===== config.mk =====
export PLATFORM = sky130hd
export DESIGN_NAME = ctc_greedy_decoder
export DESIGN_NICKNAME = d
export VERILOG_FILES = /design/src/hw/rtl/ctc_pkg.sv /design/src/hw/rtl/ctc_front.sv /design/src/hw/rtl/ctc_queue.sv /design/src/hw/rtl/ctc_back.sv /design/src/hw/rtl/ctc_greedy_decoder.sv
export VERILOG_INCLUDE_DIRS = /design/src /design/src/hw/rtl
export SDC_FILE = /design/constraint.sdc
export NUM_CORES = 1
export LEC_CHECK = 0
export ABC_AREA = 1
export BUFFER_PORTS_ARGS = -buffer_cell sky130_fd_sc_hd__buf_4
export CAP_MARGIN = 20
export CORE_MARGIN = 4
export CORE_UTILIZATION = 59
export DETAILED_ROUTE_END_ITERATION = 6
export PLACE_DENSITY = 0.78
export SYNTH_ARGS = -nofsm -noshare
export SYNTH_HDL_FRONTEND = slang
export SYNTH_SLANG_ARGS = --single-unit

===== constraint.sdc =====
create_clock -name clk -period 8.76 [get_ports clk]
set_input_delay 0.876 -clock clk [delete_from_list [all_inputs] [get_ports clk]]
set_output_delay 0.876 -clock clk [all_outputs]
set_load 0.005 [all_outputs]

===== src/hw/rtl/assert_macros.svh =====
// Assertion macros shared by the decoder RTL.
// Depends on nothing; included by the modules that carry assertions.
`ifndef ASSERT_MACROS_SVH
`define ASSERT_MACROS_SVH

// A property that must hold at every clock edge outside reset.
`define ASSERT_CLK(label, clk, rst, prop, msg) \
  label: assert property (@(posedge clk) disable iff (rst) (prop)) else $error(msg);

// A condition that must never be seen at a clock edge outside reset.
`define ASSERT_NEVER(label, clk, rst, cond, msg) \
  label: assert property (@(posedge clk) disable iff (rst) !(cond)) else $error(msg);

`endif


===== src/hw/rtl/ctc_pkg.sv =====
// Shared types and fixed constants of the greedy CTC decoder.
// Depends on nothing; used by every module of the decoder.
package ctc_pkg;

  // Field widths fixed by the interface.
  localparam int DICT_W      = 13;
  localparam int SCORE_W     = 16;
  localparam int SUM_W       = 26;
  localparam int COUNT_OUT_W = 11;

  // Dictionary size after reset, and the largest class that can be a dictionary entry.
  localparam logic [DICT_W-1:0] DICT_RESET = 13'h1FFF;
  localparam int CLASS_MAX = 8191;

  // Timestep queue between the front and the back.
  localparam int QUEUE_DEPTH = 4;
  localparam int QUEUE_PTR_W = 2;

  // Divider step counter: one quotient bit per step over the whole sum.
  localparam int DIV_CNT_W = 5;

  // One finished timestep, as handed from the front to the back.
  typedef struct packed {
    logic              big;        // winning class lies beyond any dictionary entry
    logic [DICT_W-1:0] cls;        // low bits of the winning class
    logic [SCORE_W-1:0] score;     // winning score
    logic              last_step;  // timestep ends the sequence
  } step_rec_t;

  // One result transaction.
  typedef struct packed {
    logic                   char_valid;
    logic [DICT_W-1:0]      char_index;
    logic [SCORE_W-1:0]     char_score;
    logic                   seq_done;
    logic [SCORE_W-1:0]     avg_score;
    logic [COUNT_OUT_W-1:0] char_count;
  } result_t;

endpackage


===== src/hw/rtl/ctc_front.sv =====
// Front end: running argmax over the class scores of one timestep.
// Depends on ctc_pkg; produces one step_rec_t per finished timestep.
module ctc_front #(
  parameter int CLASS_COUNT = 8192
) (
  input  logic                            clk,
  input  logic                            rst,
  input  logic                            accept,
  input  logic [ctc_pkg::SCORE_W-1:0]     class_score,
  input  logic                            last_class,
  input  logic                            last_step,
  output logic                            rec_push,
  output ctc_pkg::step_rec_t              rec
);

  localparam int CLS_W  = $clog2(CLASS_COUNT);
  localparam int DICT_W = ctc_pkg::DICT_W;
  localparam logic [CLS_W-1:0] CLS_LAST = CLS_W'(CLASS_COUNT - 1);

  logic [CLS_W-1:0]            class_counter;
  logic [ctc_pkg::SCORE_W-1:0] best_score;
  logic [CLS_W-1:0]            best_class;

  logic                        take_new;
  logic [ctc_pkg::SCORE_W-1:0] cand_score;
  logic [CLS_W-1:0]            cand_class;

  // The first class of a timestep always wins; later ones only on a strictly higher score.
  always_comb begin
    take_new   = (class_counter == '0) || (class_score > best_score);
    cand_score = take_new ? class_score   : best_score;
    cand_class = take_new ? class_counter : best_class;
  end

  // Reduce the winner to the dictionary width plus a flag for classes beyond it.
  always_comb begin
    rec.big       = (32'(cand_class) > ctc_pkg::CLASS_MAX);
    rec.cls       = DICT_W'(cand_class);
    rec.score     = cand_score;
    rec.last_step = last_step;
    rec_push      = accept && last_class;
  end

  // Running maximum and class counter; cleared at the end of each timestep.
  always_ff @(posedge clk) begin
    if (rst) begin
      class_counter <= '0;
      best_score    <= '0;
      best_class    <= '0;
    end else if (accept) begin
      if (last_class) begin
        class_counter <= '0;
        best_score    <= '0;
        best_class    <= '0;
      end else begin
        best_score <= cand_score;
        best_class <= cand_class;
        if (class_counter < CLS_LAST) begin
          class_counter <= class_counter + 1'b1;
        end
      end
    end
  end

endmodule


===== src/hw/rtl/ctc_queue.sv =====
// Short queue of finished timesteps between the front and the back.
// Depends on ctc_pkg for the record type and the depth.
`include "assert_macros.svh"

module ctc_queue (
  input  logic               clk,
  input  logic               rst,
  input  logic               push,
  input  ctc_pkg::step_rec_t wr_rec,
  output logic               full,
  input  logic               pop,
  output ctc_pkg::step_rec_t rd_rec,
  output logic               empty
);

  localparam int DEPTH = ctc_pkg::QUEUE_DEPTH;
  localparam int PTR_W = ctc_pkg::QUEUE_PTR_W;

  ctc_pkg::step_rec_t entries [DEPTH];
  logic [PTR_W-1:0]   wr_ptr;
  logic [PTR_W-1:0]   rd_ptr;
  logic [PTR_W:0]     count;

  logic do_push;
  logic do_pop;

  // Status and head of the queue.
  always_comb begin
    full    = (count == (PTR_W+1)'(DEPTH));
    empty   = (count == '0);
    do_push = push && !full;
    do_pop  = pop && !empty;
    rd_rec  = entries[rd_ptr];
  end

  // Pointers and fill level.
  always_ff @(posedge clk) begin
    if (rst) begin
      wr_ptr <= '0;
      rd_ptr <= '0;
      count  <= '0;
    end else begin
      if (do_push) begin
        wr_ptr <= wr_ptr + 1'b1;
      end
      if (do_pop) begin
        rd_ptr <= rd_ptr + 1'b1;
      end
      if (do_push && !do_pop) begin
        count <= count + 1'b1;
      end else if (do_pop && !do_push) begin
        count <= count - 1'b1;
      end
    end
  end

  // Storage needs no reset.
  always_ff @(posedge clk) begin
    if (do_push) begin
      entries[wr_ptr] <= wr_rec;
    end
  end

  `ASSERT_NEVER(a_queue_overfill, clk, rst, count > (PTR_W+1)'(DEPTH), "queue fill level beyond its depth")
  `ASSERT_NEVER(a_queue_pop_empty, clk, rst, pop && empty, "record taken from an empty queue")
  `ASSERT_CLK(a_queue_push_held, clk, rst, (do_push && !do_pop) |=> !empty, "pushed record went missing")

endmodule


===== src/hw/rtl/ctc_back.sv =====
// Back end: collapse and dictionary test, score sum and count, the mean
// at the end of a sequence by a bit-serial divider, and the result register.
// Depends on ctc_pkg.
`include "assert_macros.svh"

module ctc_back #(
  parameter int MAX_STEPS = 1024
) (
  input  logic                        clk,
  input  logic                        rst,
  input  logic [ctc_pkg::DICT_W-1:0]  dict_size,
  input  ctc_pkg::step_rec_t          rec,
  input  logic                        rec_empty,
  output logic                        rec_pop,
  output ctc_pkg::result_t            result,
  output logic                        out_valid,
  input  logic                        pop
);

  localparam int CNT_W   = $clog2(MAX_STEPS + 1);
  localparam int SUM_W   = ctc_pkg::SUM_W;
  localparam int SCORE_W = ctc_pkg::SCORE_W;
  localparam int DICT_W  = ctc_pkg::DICT_W;
  localparam int COUT_W  = ctc_pkg::COUNT_OUT_W;
  localparam int DCNT_W  = ctc_pkg::DIV_CNT_W;
  localparam logic [CNT_W-1:0]  CNT_MAX   = CNT_W'(MAX_STEPS);
  localparam logic [DCNT_W-1:0] DIV_FIRST = DCNT_W'(SUM_W - 1);

  typedef enum logic [1:0] {
    ST_RUN = 2'b01,
    ST_DIV = 2'b10
  } back_state_t;

  back_state_t      state;
  logic [SUM_W-1:0] score_sum;
  logic [CNT_W-1:0] emit_count;
  logic [DICT_W-1:0] prev_cls;
  logic             prev_big;

  logic [SUM_W-1:0]  div_quo;
  logic [CNT_W-1:0]  div_rem;
  logic [CNT_W-1:0]  divisor;
  logic [DCNT_W-1:0] div_cnt;

  logic             take;
  logic             emit;
  logic [SUM_W:0]   sum_add;
  logic [SUM_W-1:0] sum_next;
  logic [CNT_W-1:0] count_next;
  logic             start_div;
  ctc_pkg::result_t res_now;

  logic [CNT_W:0]     trial;
  logic               ge;
  logic [CNT_W-1:0]   rem_step;
  logic [SUM_W-1:0]   quo_step;
  logic [SCORE_W-1:0] avg;

  // Take a timestep record when idle and the result register is free.
  always_comb begin
    take    = (state == ST_RUN) && !rec_empty && (!out_valid || pop);
    rec_pop = take;
  end

  // Emission test, saturating sum and count, and the result of this timestep.
  always_comb begin
    emit = !rec.big && (rec.cls != '0) && (rec.cls <= dict_size) &&
           (prev_big || (prev_cls != rec.cls));
    sum_add  = {1'b0, score_sum} + (SUM_W+1)'(rec.score);
    sum_next = score_sum;
    if (emit) begin
      sum_next = sum_add[SUM_W] ? '1 : sum_add[SUM_W-1:0];
    end
    count_next = emit_count;
    if (emit && (emit_count < CNT_MAX)) begin
      count_next = emit_count + 1'b1;
    end
    start_div = take && rec.last_step && (count_next != '0);

    res_now.char_valid = emit;
    res_now.char_index = emit ? (rec.cls - 1'b1) : '0;
    res_now.char_score = rec.score;
    res_now.seq_done   = rec.last_step;
    res_now.avg_score  = '0;
    res_now.char_count = COUT_W'(count_next);
  end

  // One restoring division step; the quotient is capped to the score width.
  always_comb begin
    trial    = {div_rem, div_quo[SUM_W-1]};
    ge       = (trial >= {1'b0, divisor});
    rem_step = ge ? CNT_W'(trial - {1'b0, divisor}) : CNT_W'(trial);
    quo_step = {div_quo[SUM_W-2:0], ge};
    avg      = (|quo_step[SUM_W-1:SCORE_W]) ? '1 : quo_step[SCORE_W-1:0];
  end

  // Control state and the per-sequence accumulators.
  always_ff @(posedge clk) begin
    if (rst) begin
      state      <= ST_RUN;
      out_valid  <= 1'b0;
      score_sum  <= '0;
      emit_count <= '0;
      prev_cls   <= '0;
      prev_big   <= 1'b0;
    end else begin
      case (state)
        ST_RUN: begin
          if (take) begin
            if (rec.last_step) begin
              score_sum  <= '0;
              emit_count <= '0;
              prev_cls   <= '0;
              prev_big   <= 1'b0;
            end else begin
              score_sum  <= sum_next;
              emit_count <= count_next;
              prev_cls   <= rec.cls;
              prev_big   <= rec.big;
            end
            if (start_div) begin
              state     <= ST_DIV;
              out_valid <= 1'b0;
            end else begin
              out_valid <= 1'b1;
            end
          end else if (pop) begin
            out_valid <= 1'b0;
          end
        end
        ST_DIV: begin
          if (div_cnt == '0) begin
            state     <= ST_RUN;
            out_valid <= 1'b1;
          end
        end
        default: begin
          state <= ST_RUN;
        end
      endcase
    end
  end

  // Result register and divider datapath.
  always_ff @(posedge clk) begin
    if (take) begin
      result  <= res_now;
      div_quo <= sum_next;
      div_rem <= '0;
      divisor <= count_next;
      div_cnt <= DIV_FIRST;
    end else if (state == ST_DIV) begin
      div_quo <= quo_step;
      div_rem <= rem_step;
      div_cnt <= div_cnt - 1'b1;
      if (div_cnt == '0) begin
        result.avg_score <= avg;
      end
    end
  end

  `ASSERT_NEVER(a_back_div_busy, clk, rst, (state == ST_DIV) && out_valid,
                "result shown while the mean is still being divided")
  `ASSERT_CLK(a_back_seq_clear, clk, rst, (take && rec.last_step) |=> (emit_count == '0),
              "sequence count not cleared after its last timestep")
  `ASSERT_NEVER(a_back_avg_mid, clk, rst,
                out_valid && !result.seq_done && (result.avg_score != '0),
                "mean given on a timestep inside a sequence")
  `ASSERT_CLK(a_back_index, clk, rst,
              (out_valid && result.char_valid) |-> (result.char_index < dict_size),
              "emitted character outside the dictionary")

endmodule


===== src/hw/rtl/ctc_greedy_decoder.sv =====
// Greedy CTC decoder, top level.
// Depends on ctc_pkg, ctc_front, ctc_queue and ctc_back.
//
// Usage:
//   Class scores enter one per transaction on the push/full side, one
//   timestep after another; last_class marks the final score of a timestep
//   and last_step, on that same transaction, ends the sequence.
//   Each timestep gives one result transaction on the empty/pop side: the emitted
//   character (if any), the winning score, and, on the transaction that ends a
//   sequence, the mean score of emitted characters. dict_size must be written
//   via cfg_we/cfg_data while the block is idle; the block does not enforce it.
// Timing:
//   One class score is taken per cycle while full is low. A timestep's
//   result passes through the queue and then the result register to the
//   result ports. The last timestep of a sequence with at least one
//   character is held in the back end while the one-bit-per-cycle divider
//   works through the 26-bit score sum; up to four finished timesteps queue
//   meanwhile, so the input stalls only when that queue is full.
// Reset:
//   rst clears all sequence state and the queue, and sets dict_size to 8191.
//   When pop is held low the result register holds its transaction, the
//   queue fills, and full then stalls the input.
module ctc_greedy_decoder #(
  parameter int CLASS_COUNT = 8192,
  parameter int MAX_STEPS   = 1024
) (
  input  logic                               clk,
  input  logic                               rst,
  input  logic                               push,
  output logic                               full,
  input  logic [ctc_pkg::SCORE_W-1:0]        class_score,
  input  logic                               last_class,
  input  logic                               last_step,
  input  logic                               cfg_we,
  input  logic [ctc_pkg::DICT_W-1:0]         cfg_data,
  output logic                               empty,
  input  logic                               pop,
  output logic                               char_valid,
  output logic [ctc_pkg::DICT_W-1:0]         char_index,
  output logic [ctc_pkg::SCORE_W-1:0]        char_score,
  output logic                               seq_done,
  output logic [ctc_pkg::SCORE_W-1:0]        avg_score,
  output logic [ctc_pkg::COUNT_OUT_W-1:0]    char_count
);

  logic [ctc_pkg::DICT_W-1:0] dict_size;
  logic                       accept;
  logic                       rec_push;
  ctc_pkg::step_rec_t         wr_rec;
  ctc_pkg::step_rec_t         rd_rec;
  logic                       rec_empty;
  logic                       rec_pop;
  ctc_pkg::result_t           result;
  logic                       out_valid;

  // Dictionary size register.
  always_ff @(posedge clk) begin
    if (rst) begin
      dict_size <= ctc_pkg::DICT_RESET;
    end else if (cfg_we) begin
      dict_size <= cfg_data;
    end
  end

  assign accept = push && !full;

  ctc_front #(
    .CLASS_COUNT(CLASS_COUNT)
  ) u_front (
    .clk        (clk),
    .rst        (rst),
    .accept     (accept),
    .class_score(class_score),
    .last_class (last_class),
    .last_step  (last_step),
    .rec_push   (rec_push),
    .rec        (wr_rec)
  );

  ctc_queue u_queue (
    .clk   (clk),
    .rst   (rst),
    .push  (rec_push),
    .wr_rec(wr_rec),
    .full  (full),
    .pop   (rec_pop),
    .rd_rec(rd_rec),
    .empty (rec_empty)
  );

  ctc_back #(
    .MAX_STEPS(MAX_STEPS)
  ) u_back (
    .clk      (clk),
    .rst      (rst),
    .dict_size(dict_size),
    .rec      (rd_rec),
    .rec_empty(rec_empty),
    .rec_pop  (rec_pop),
    .result   (result),
    .out_valid(out_valid),
    .pop      (pop)
  );

  // Result ports.
  always_comb begin
    empty      = !out_valid;
    char_valid = result.char_valid;
    char_index = result.char_index;
    char_score = result.char_score;
    seq_done   = result.seq_done;
    avg_score  = result.avg_score;
    char_count = result.char_count;
  end

endmodule

-- Word-level counts from Yosys, hierarchy flattened
Memory sizes are Yosys's and may differ from the RTL's. A register that Yosys moved wholly into a read port is not among the register bits.
Index checks and enable logic that the tools add are counted.
- word-level logic and storage cells: 116
- RAM bits: 120
- register bits after elaboration: 216
- output and inout port bits: 60
- memories kept: 1
- bits of input ports: 36
- memory list (memory ; depth ; width ; read ports ; clocked after memory_dff ; write ports ; RTL line ; source):
    u_queue.entries ; 4 ; 30 ; 1 ; 1 ; 1 ; ctc_queue.sv:19 ; ctc_pkg::step_rec_t entries [DEPTH];
- equal/unequal tests: 8
- reduce and logical (&&, ||, !) cells: 38
- magnitude comparators: 5
- add/subtract/negate cells: 10
- multiplexer cells: 32
- operators with widths (cell ; count):
    $mux W26 ; 5
    $mux W13 ; 5
    $mux W16 ; 3
    $mux W11 ; 3
    $add A26 B16 Y27 ; 1
    $gt A16 B16 Y1 ; 1
    $logic_and A1 B1 Y1 ; 14
    $add A13 B1 Y13 const B ; 1
    $le A13 B13 Y1 ; 1
    $logic_not A13 Y1 ; 1
    $lt A13 B13 Y1 const B ; 1
    $ne A13 B13 Y1 ; 1
    $reduce_bool A13 Y1 ; 1
    $sub A13 B1 Y13 const B ; 1
    $ge A12 B11 Y1 ; 1
    $add A11 B1 Y11 const B ; 1
    $lt A11 B11 Y1 const B ; 1
    $reduce_bool A11 Y1 ; 1
    $sub A11 B11 Y11 ; 1
    $mux W2 ; 5
    $reduce_or A10 Y1 ; 1
    $reduce_bool A2 Y1 ; 4
    $mux W1 ; 7
    $mux W3 ; 2
    18 further kinds ; 30

-- Longest topological paths before layout
- depth in word-level cells: 11
- gate-level depth with buffers: 29
- mapped depth without buffers: 27

-- Cells and area by module
A second synthesis with hierarchy kept.
- cell total of the unflattened synthesis: 2027
- area total of the unflattened synthesis: 17305.3 um2
- by module, submodules not included (module ; instances ; area each (um2) ; seq. area each (um2) ; cells an instance):
    ctc_back ; 1 ; 8813.5 ; 3763.6 ; 1158
    ctc_queue ; 1 ; 5141.2 ; 3903.7 ; 370
    ctc_front ; 1 ; 2885.3 ; 840.8 ; 439
    ctc_greedy_decoder ; 1 ; 465.4 ; 260.2 ; 60

-- Worst setup path after synthesis
No wires, ideal clock.
- kind: input -> register
- start: input port pop
- end: register u_back.divisor[0], enable pin
- path buffers: 2
- path slack: 5.532 ns
- data arrival time: 2.806 ns
- cell stages on the path: 4
- cell sequence: nor2_1 -> nor3_1 -> clkbuf_1 -> buf_1
- cells in the longest elaborated chain, start to end: 2
- RTL lines (element ; RTL line ; source):
    start: declaration ; ctc_greedy_decoder.sv:37 ; input logic pop,
    $logic_or A1 B1 Y1 ; ctc_back.sv:61 ; take = (state == ST_RUN) && !rec_empty && (!out_valid || pop);
    $logic_and A1 B1 Y1 ; ctc_back.sv:61 ;
    named net rec_pop ; ctc_greedy_decoder.sv:52 ; logic rec_pop;
    end signal: assignment ; ctc_back.sv:150 ; divisor <= count_next;
    end: declaration ; ctc_back.sv:42 ; logic [CNT_W-1:0] divisor;
The timed path passes the listed nets, and every way through them passes these cells.
A chain may end at the register's enable or synchronous reset.

==> flow_summary.json <==
{
  "status": "finished, final reports clean",
  "utilization": 0.686,
  "drt-initial-drc-count": 1054,
  "slew_violations": 0,
  "path_clk_slew_ps": 60,
  "vias": 13048,
  "postCtsSetupBuffers": 0,
  "drc": 0,
  "design_area_um2": 18600,
  "final_layout_size_suffix_gt1_frac": 0.112,
  "start_kind": "register",
  "ys_warn_count": 0,
  "critPathKind": "reg -> reg",
  "stdcell_count": 2349,
  "crit_fanout": 31,
  "cts_tree": "done",
  "critical-path-top-delay-family": "simple AND/OR/NAND/NOR gates",
  "io_buffers": 95,
  "timing.critical_path.cells": "buf_4 > inv_1 > nand3_1 > nand2_2 > inv_1 > ha_1 > nand2_1 > nor2_1 > nor3b_1 > a21oi_1 > nor2_4 > nand2_2 > inv_1 > nand3_1 > nand2_2 > inv_1 > nand2_1 > nor2_1 > nand2_1 > nand2_1 > nand2_1 > nand3_1 > nand2_1 > nand2_1",
  "numCtsBuffers": 38,
  "async_flop_share": 0,
  "synth_top_cell_by_area": "edfxtp_1",
  "io_pins": 96,
  "path_buf_inv": 5,
  "synth_top_flop_cell": "edfxtp_1",
  "cp-end-kind": "register",
  "die_w_um": 175,
  "cts_resized": 0,
  "hold_class": "reg -> reg",
  "yosys_register_bits": 337,
  "htree_levels": 2,
  "slowest_delay_ps": 800,
  "die-area_um2": 30500,
  "synth_common_cells": "nand2_1 (464), edfxtp_1 (188), inv_1 (188)",
  "dp_hpwl_um": 25200,
  "final.min_clock_period_ps": 5160,
  "worstPathRequired_ps": 9150,
  "fin_skew_ps": 17.9,
  "worstPathArrival_ps": 5550,
  "place.gp.congestion": 0.912,
  "cpMostUsedCell": "nand2_1",
  "worst_pin_slew_ps": 1050,
  "fmax_ghz": 0.194,
  "grt_pass1_wl_um": 60300,
  "final_antenna_net_count": 0,
  "syn_to_final_growth_pct": 13.6,
  "finalCritPeriodShare": 0.589,
  "wl_per_cell_um": 15.6,
  "yosysMostFrequentCell": "nand2_1",
  "synth_edf_count": 188,
  "nNetsFinal": 2056,
  "timing.max_cap.violations": 0,
  "first_pass_iters": 5,
  "yosysTopAreaCellShare": 0.345,
  "power.static_leakage_uw": 0.00768,
  "synth.avg_cell_area_um2": 8.74,
  "ir_drop_mv": 0.194,
  "start_util": 0.604,
  "syn-cell-area_um2": 16400,
  "placed_cells": 2281,
  "synthTopCellsByArea": "edfxtp_1 (34%), dfxtp_1 (18%), nand2_1 (11%), a21oi_1 (5.6%), ha_1 (5.2%)",
  "wirelength_um": 36700,
  "placed_cell_area_um2": 17300,
  "num_rows": 60,
  "relSlewSlack": 0.299,
  "vias_per_cell": 5.55,
  "cts.sinks": 337,
  "grt_pass1_vias": 12367,
  "clkLatencyLatePin_ps": 530,
  "core-area_um2": 27100,
  "syn_nets": 1981,
  "pwr_density_cell_nw_per_um2": 329,
  "synthCells": 1874,
  "rsz0062_at_grt": "no",
  "grt_max_degree": 83,
  "synth_cell_type_count": 55,
  "tns_ps": 0,
  "die_height_um": 175,
  "antenna_found_initial": 0,
  "num-fill-cells": 2092,
  "ys_seq_area_frac": 0.527,
  "setup_viol": 0,
  "clockRootBuffer": "clkbuf_16",
  "cts_buffer_depth": 3,
  "grt_overflow": 0,
  "crit_slowest_cell": "inv_1",
  "grt.total_usage": 0.237,
  "num_antenna_cells": 0,
  "hold_buffers": 0,
  "hold_viol": 0
}
-- cells in the final DEF (no fill, tap or decap), types with 3 or more instances in the layout --
| master | netlist | routed |
|---|---|---|
| nand4_1 | 19 | 19 |
| o22ai_1 | 22 | 22 |
| mux2_2 | 3 | 3 |
| dfxtp_1 | 149 | 148 |
| inv_1 | 188 | 188 |
| xnor2_1 | 6 | 6 |
| inv_2 | 4 | 4 |
| nor2_2 | 3 | 8 |
| a21o_1 | 6 | 6 |
| o21a_1 | 4 | 4 |
| o221ai_1 | 18 | 18 |
| xor2_1 | 26 | 26 |
| clkinv_2 | 0 | 3 |
| nor4_1 | 7 | 7 |
| bufinv_16 | 0 | 3 |
| fa_1 | 3 | 3 |
| nand3_2 | 3 | 3 |
| clkinv_1 | 3 | 9 |
| ha_1 | 68 | 68 |
| nand2_2 | 22 | 22 |
| nand3b_1 | 14 | 14 |
| nor3_1 | 26 | 25 |
| a31oi_1 | 5 | 5 |
| nand2_1 | 464 | 464 |
| clkbuf_8 | 0 | 5 |
| clkbuf_1 | 56 | 7 |
| edfxtp_1 | 188 | 188 |
| clkbuf_16 | 0 | 39 |
| buf_4 | 1 | 112 |
| nor2_1 | 124 | 119 |
| a21oi_1 | 182 | 182 |
| nand3_1 | 78 | 78 |
| o21ai_0 | 134 | 134 |
-- registers in the layout, summed over array words and instances, names as in the netlist, 5 cells and up, named ones only --
signal                 cells
dict_size                 13
u_back.div_cnt             5
u_back.div_quo            26
u_back.div_rem            11
u_back.divisor            11
u_back.emit_count         11
u_back.prev_cls           13
u_back.result             47
u_back.score_sum          26
u_front.best_class        13
u_front.best_score        16
u_front.class_counter     13
u_queue.entries          120
-- routing by layer --
metal	vias up	global-route usage	wire length [µm]
met5	-	0	0
met4	0	0.0759	1050
met3	80	0.0333	2440
met2	424	0.399	17400
met1	6056	0.320	15800
li1	6488	-	-
-- power by group --
part | leakage [µW] | total, µW | switching, µW | internal [µW]
logic | 0.00410 | 2300 | 1530 | 768
registers | 0.00297 | 2260 | 164 | 2090
clock network | 0.000607 | 1570 | 618 | 949
total | 0.00768 | 6120 | 2310 | 3810
-- layout make-up --
class                      instances  area, µm²  area share
clock inverter                    17        184     0.00989
timing repair buffer             112        841      0.0452
multi-input combinational       1264       6660       0.358
tap                              372        465      0.0250
clock buffer                      51       1070      0.0576
inverter                         196        743      0.0400
sequential                       337       8630       0.464
-- tightest hold or removal path: cells and delay by family (launching register included) --
kind             cells  cell delay [ps]
flip-flops           1              310
AO/OA/AOI/OAI        1               50
AND/OR/NAND/NOR      1               60
-- metrics by stage --
step	power (µW)	worst slack [ps]	hold slack [ps]
after floorplan	3870	5530	435
after global placement	4490	3910	452
after detailed placement	4550	3740	456
after CTS	6130	3710	465
after global routing	6540	3020	482
final	6120	3600	466
-- kinds of logic (layout without fill, tap and decap cells) --
| family | after synthesis | after routing | share of synthesized area |
|---|---|---|---|
| and+or+nand+nor | 771 | 771 | 0.201 |
| AOI/OAI and AO/OA | 387 | 387 | 0.129 |
| DFF | 337 | 337 | 0.527 |
| buffers and inverters | 273 | 376 | 0.0678 |
| adders and majority gates | 71 | 71 | 0.0556 |
| xor gates and xnor gates | 32 | 32 | 0.0171 |
| muxes | 3 | 3 | 0.00206 |
-- path summary, 6_finish.rpt --
kind,from,cells after the start,slack [ps],to
worst max-delay path,register,24,3600,u_back.state[0]
worst min-delay path,u_front.best_score[1],2,470,u_front.best_score[1]
worst max register to register,register,24,3600,u_back.state[0]
worst min register to register,u_front.best_score[1],2,470,u_front.best_score[1]
Note: power is estimated with default switching activity, not from simulation.
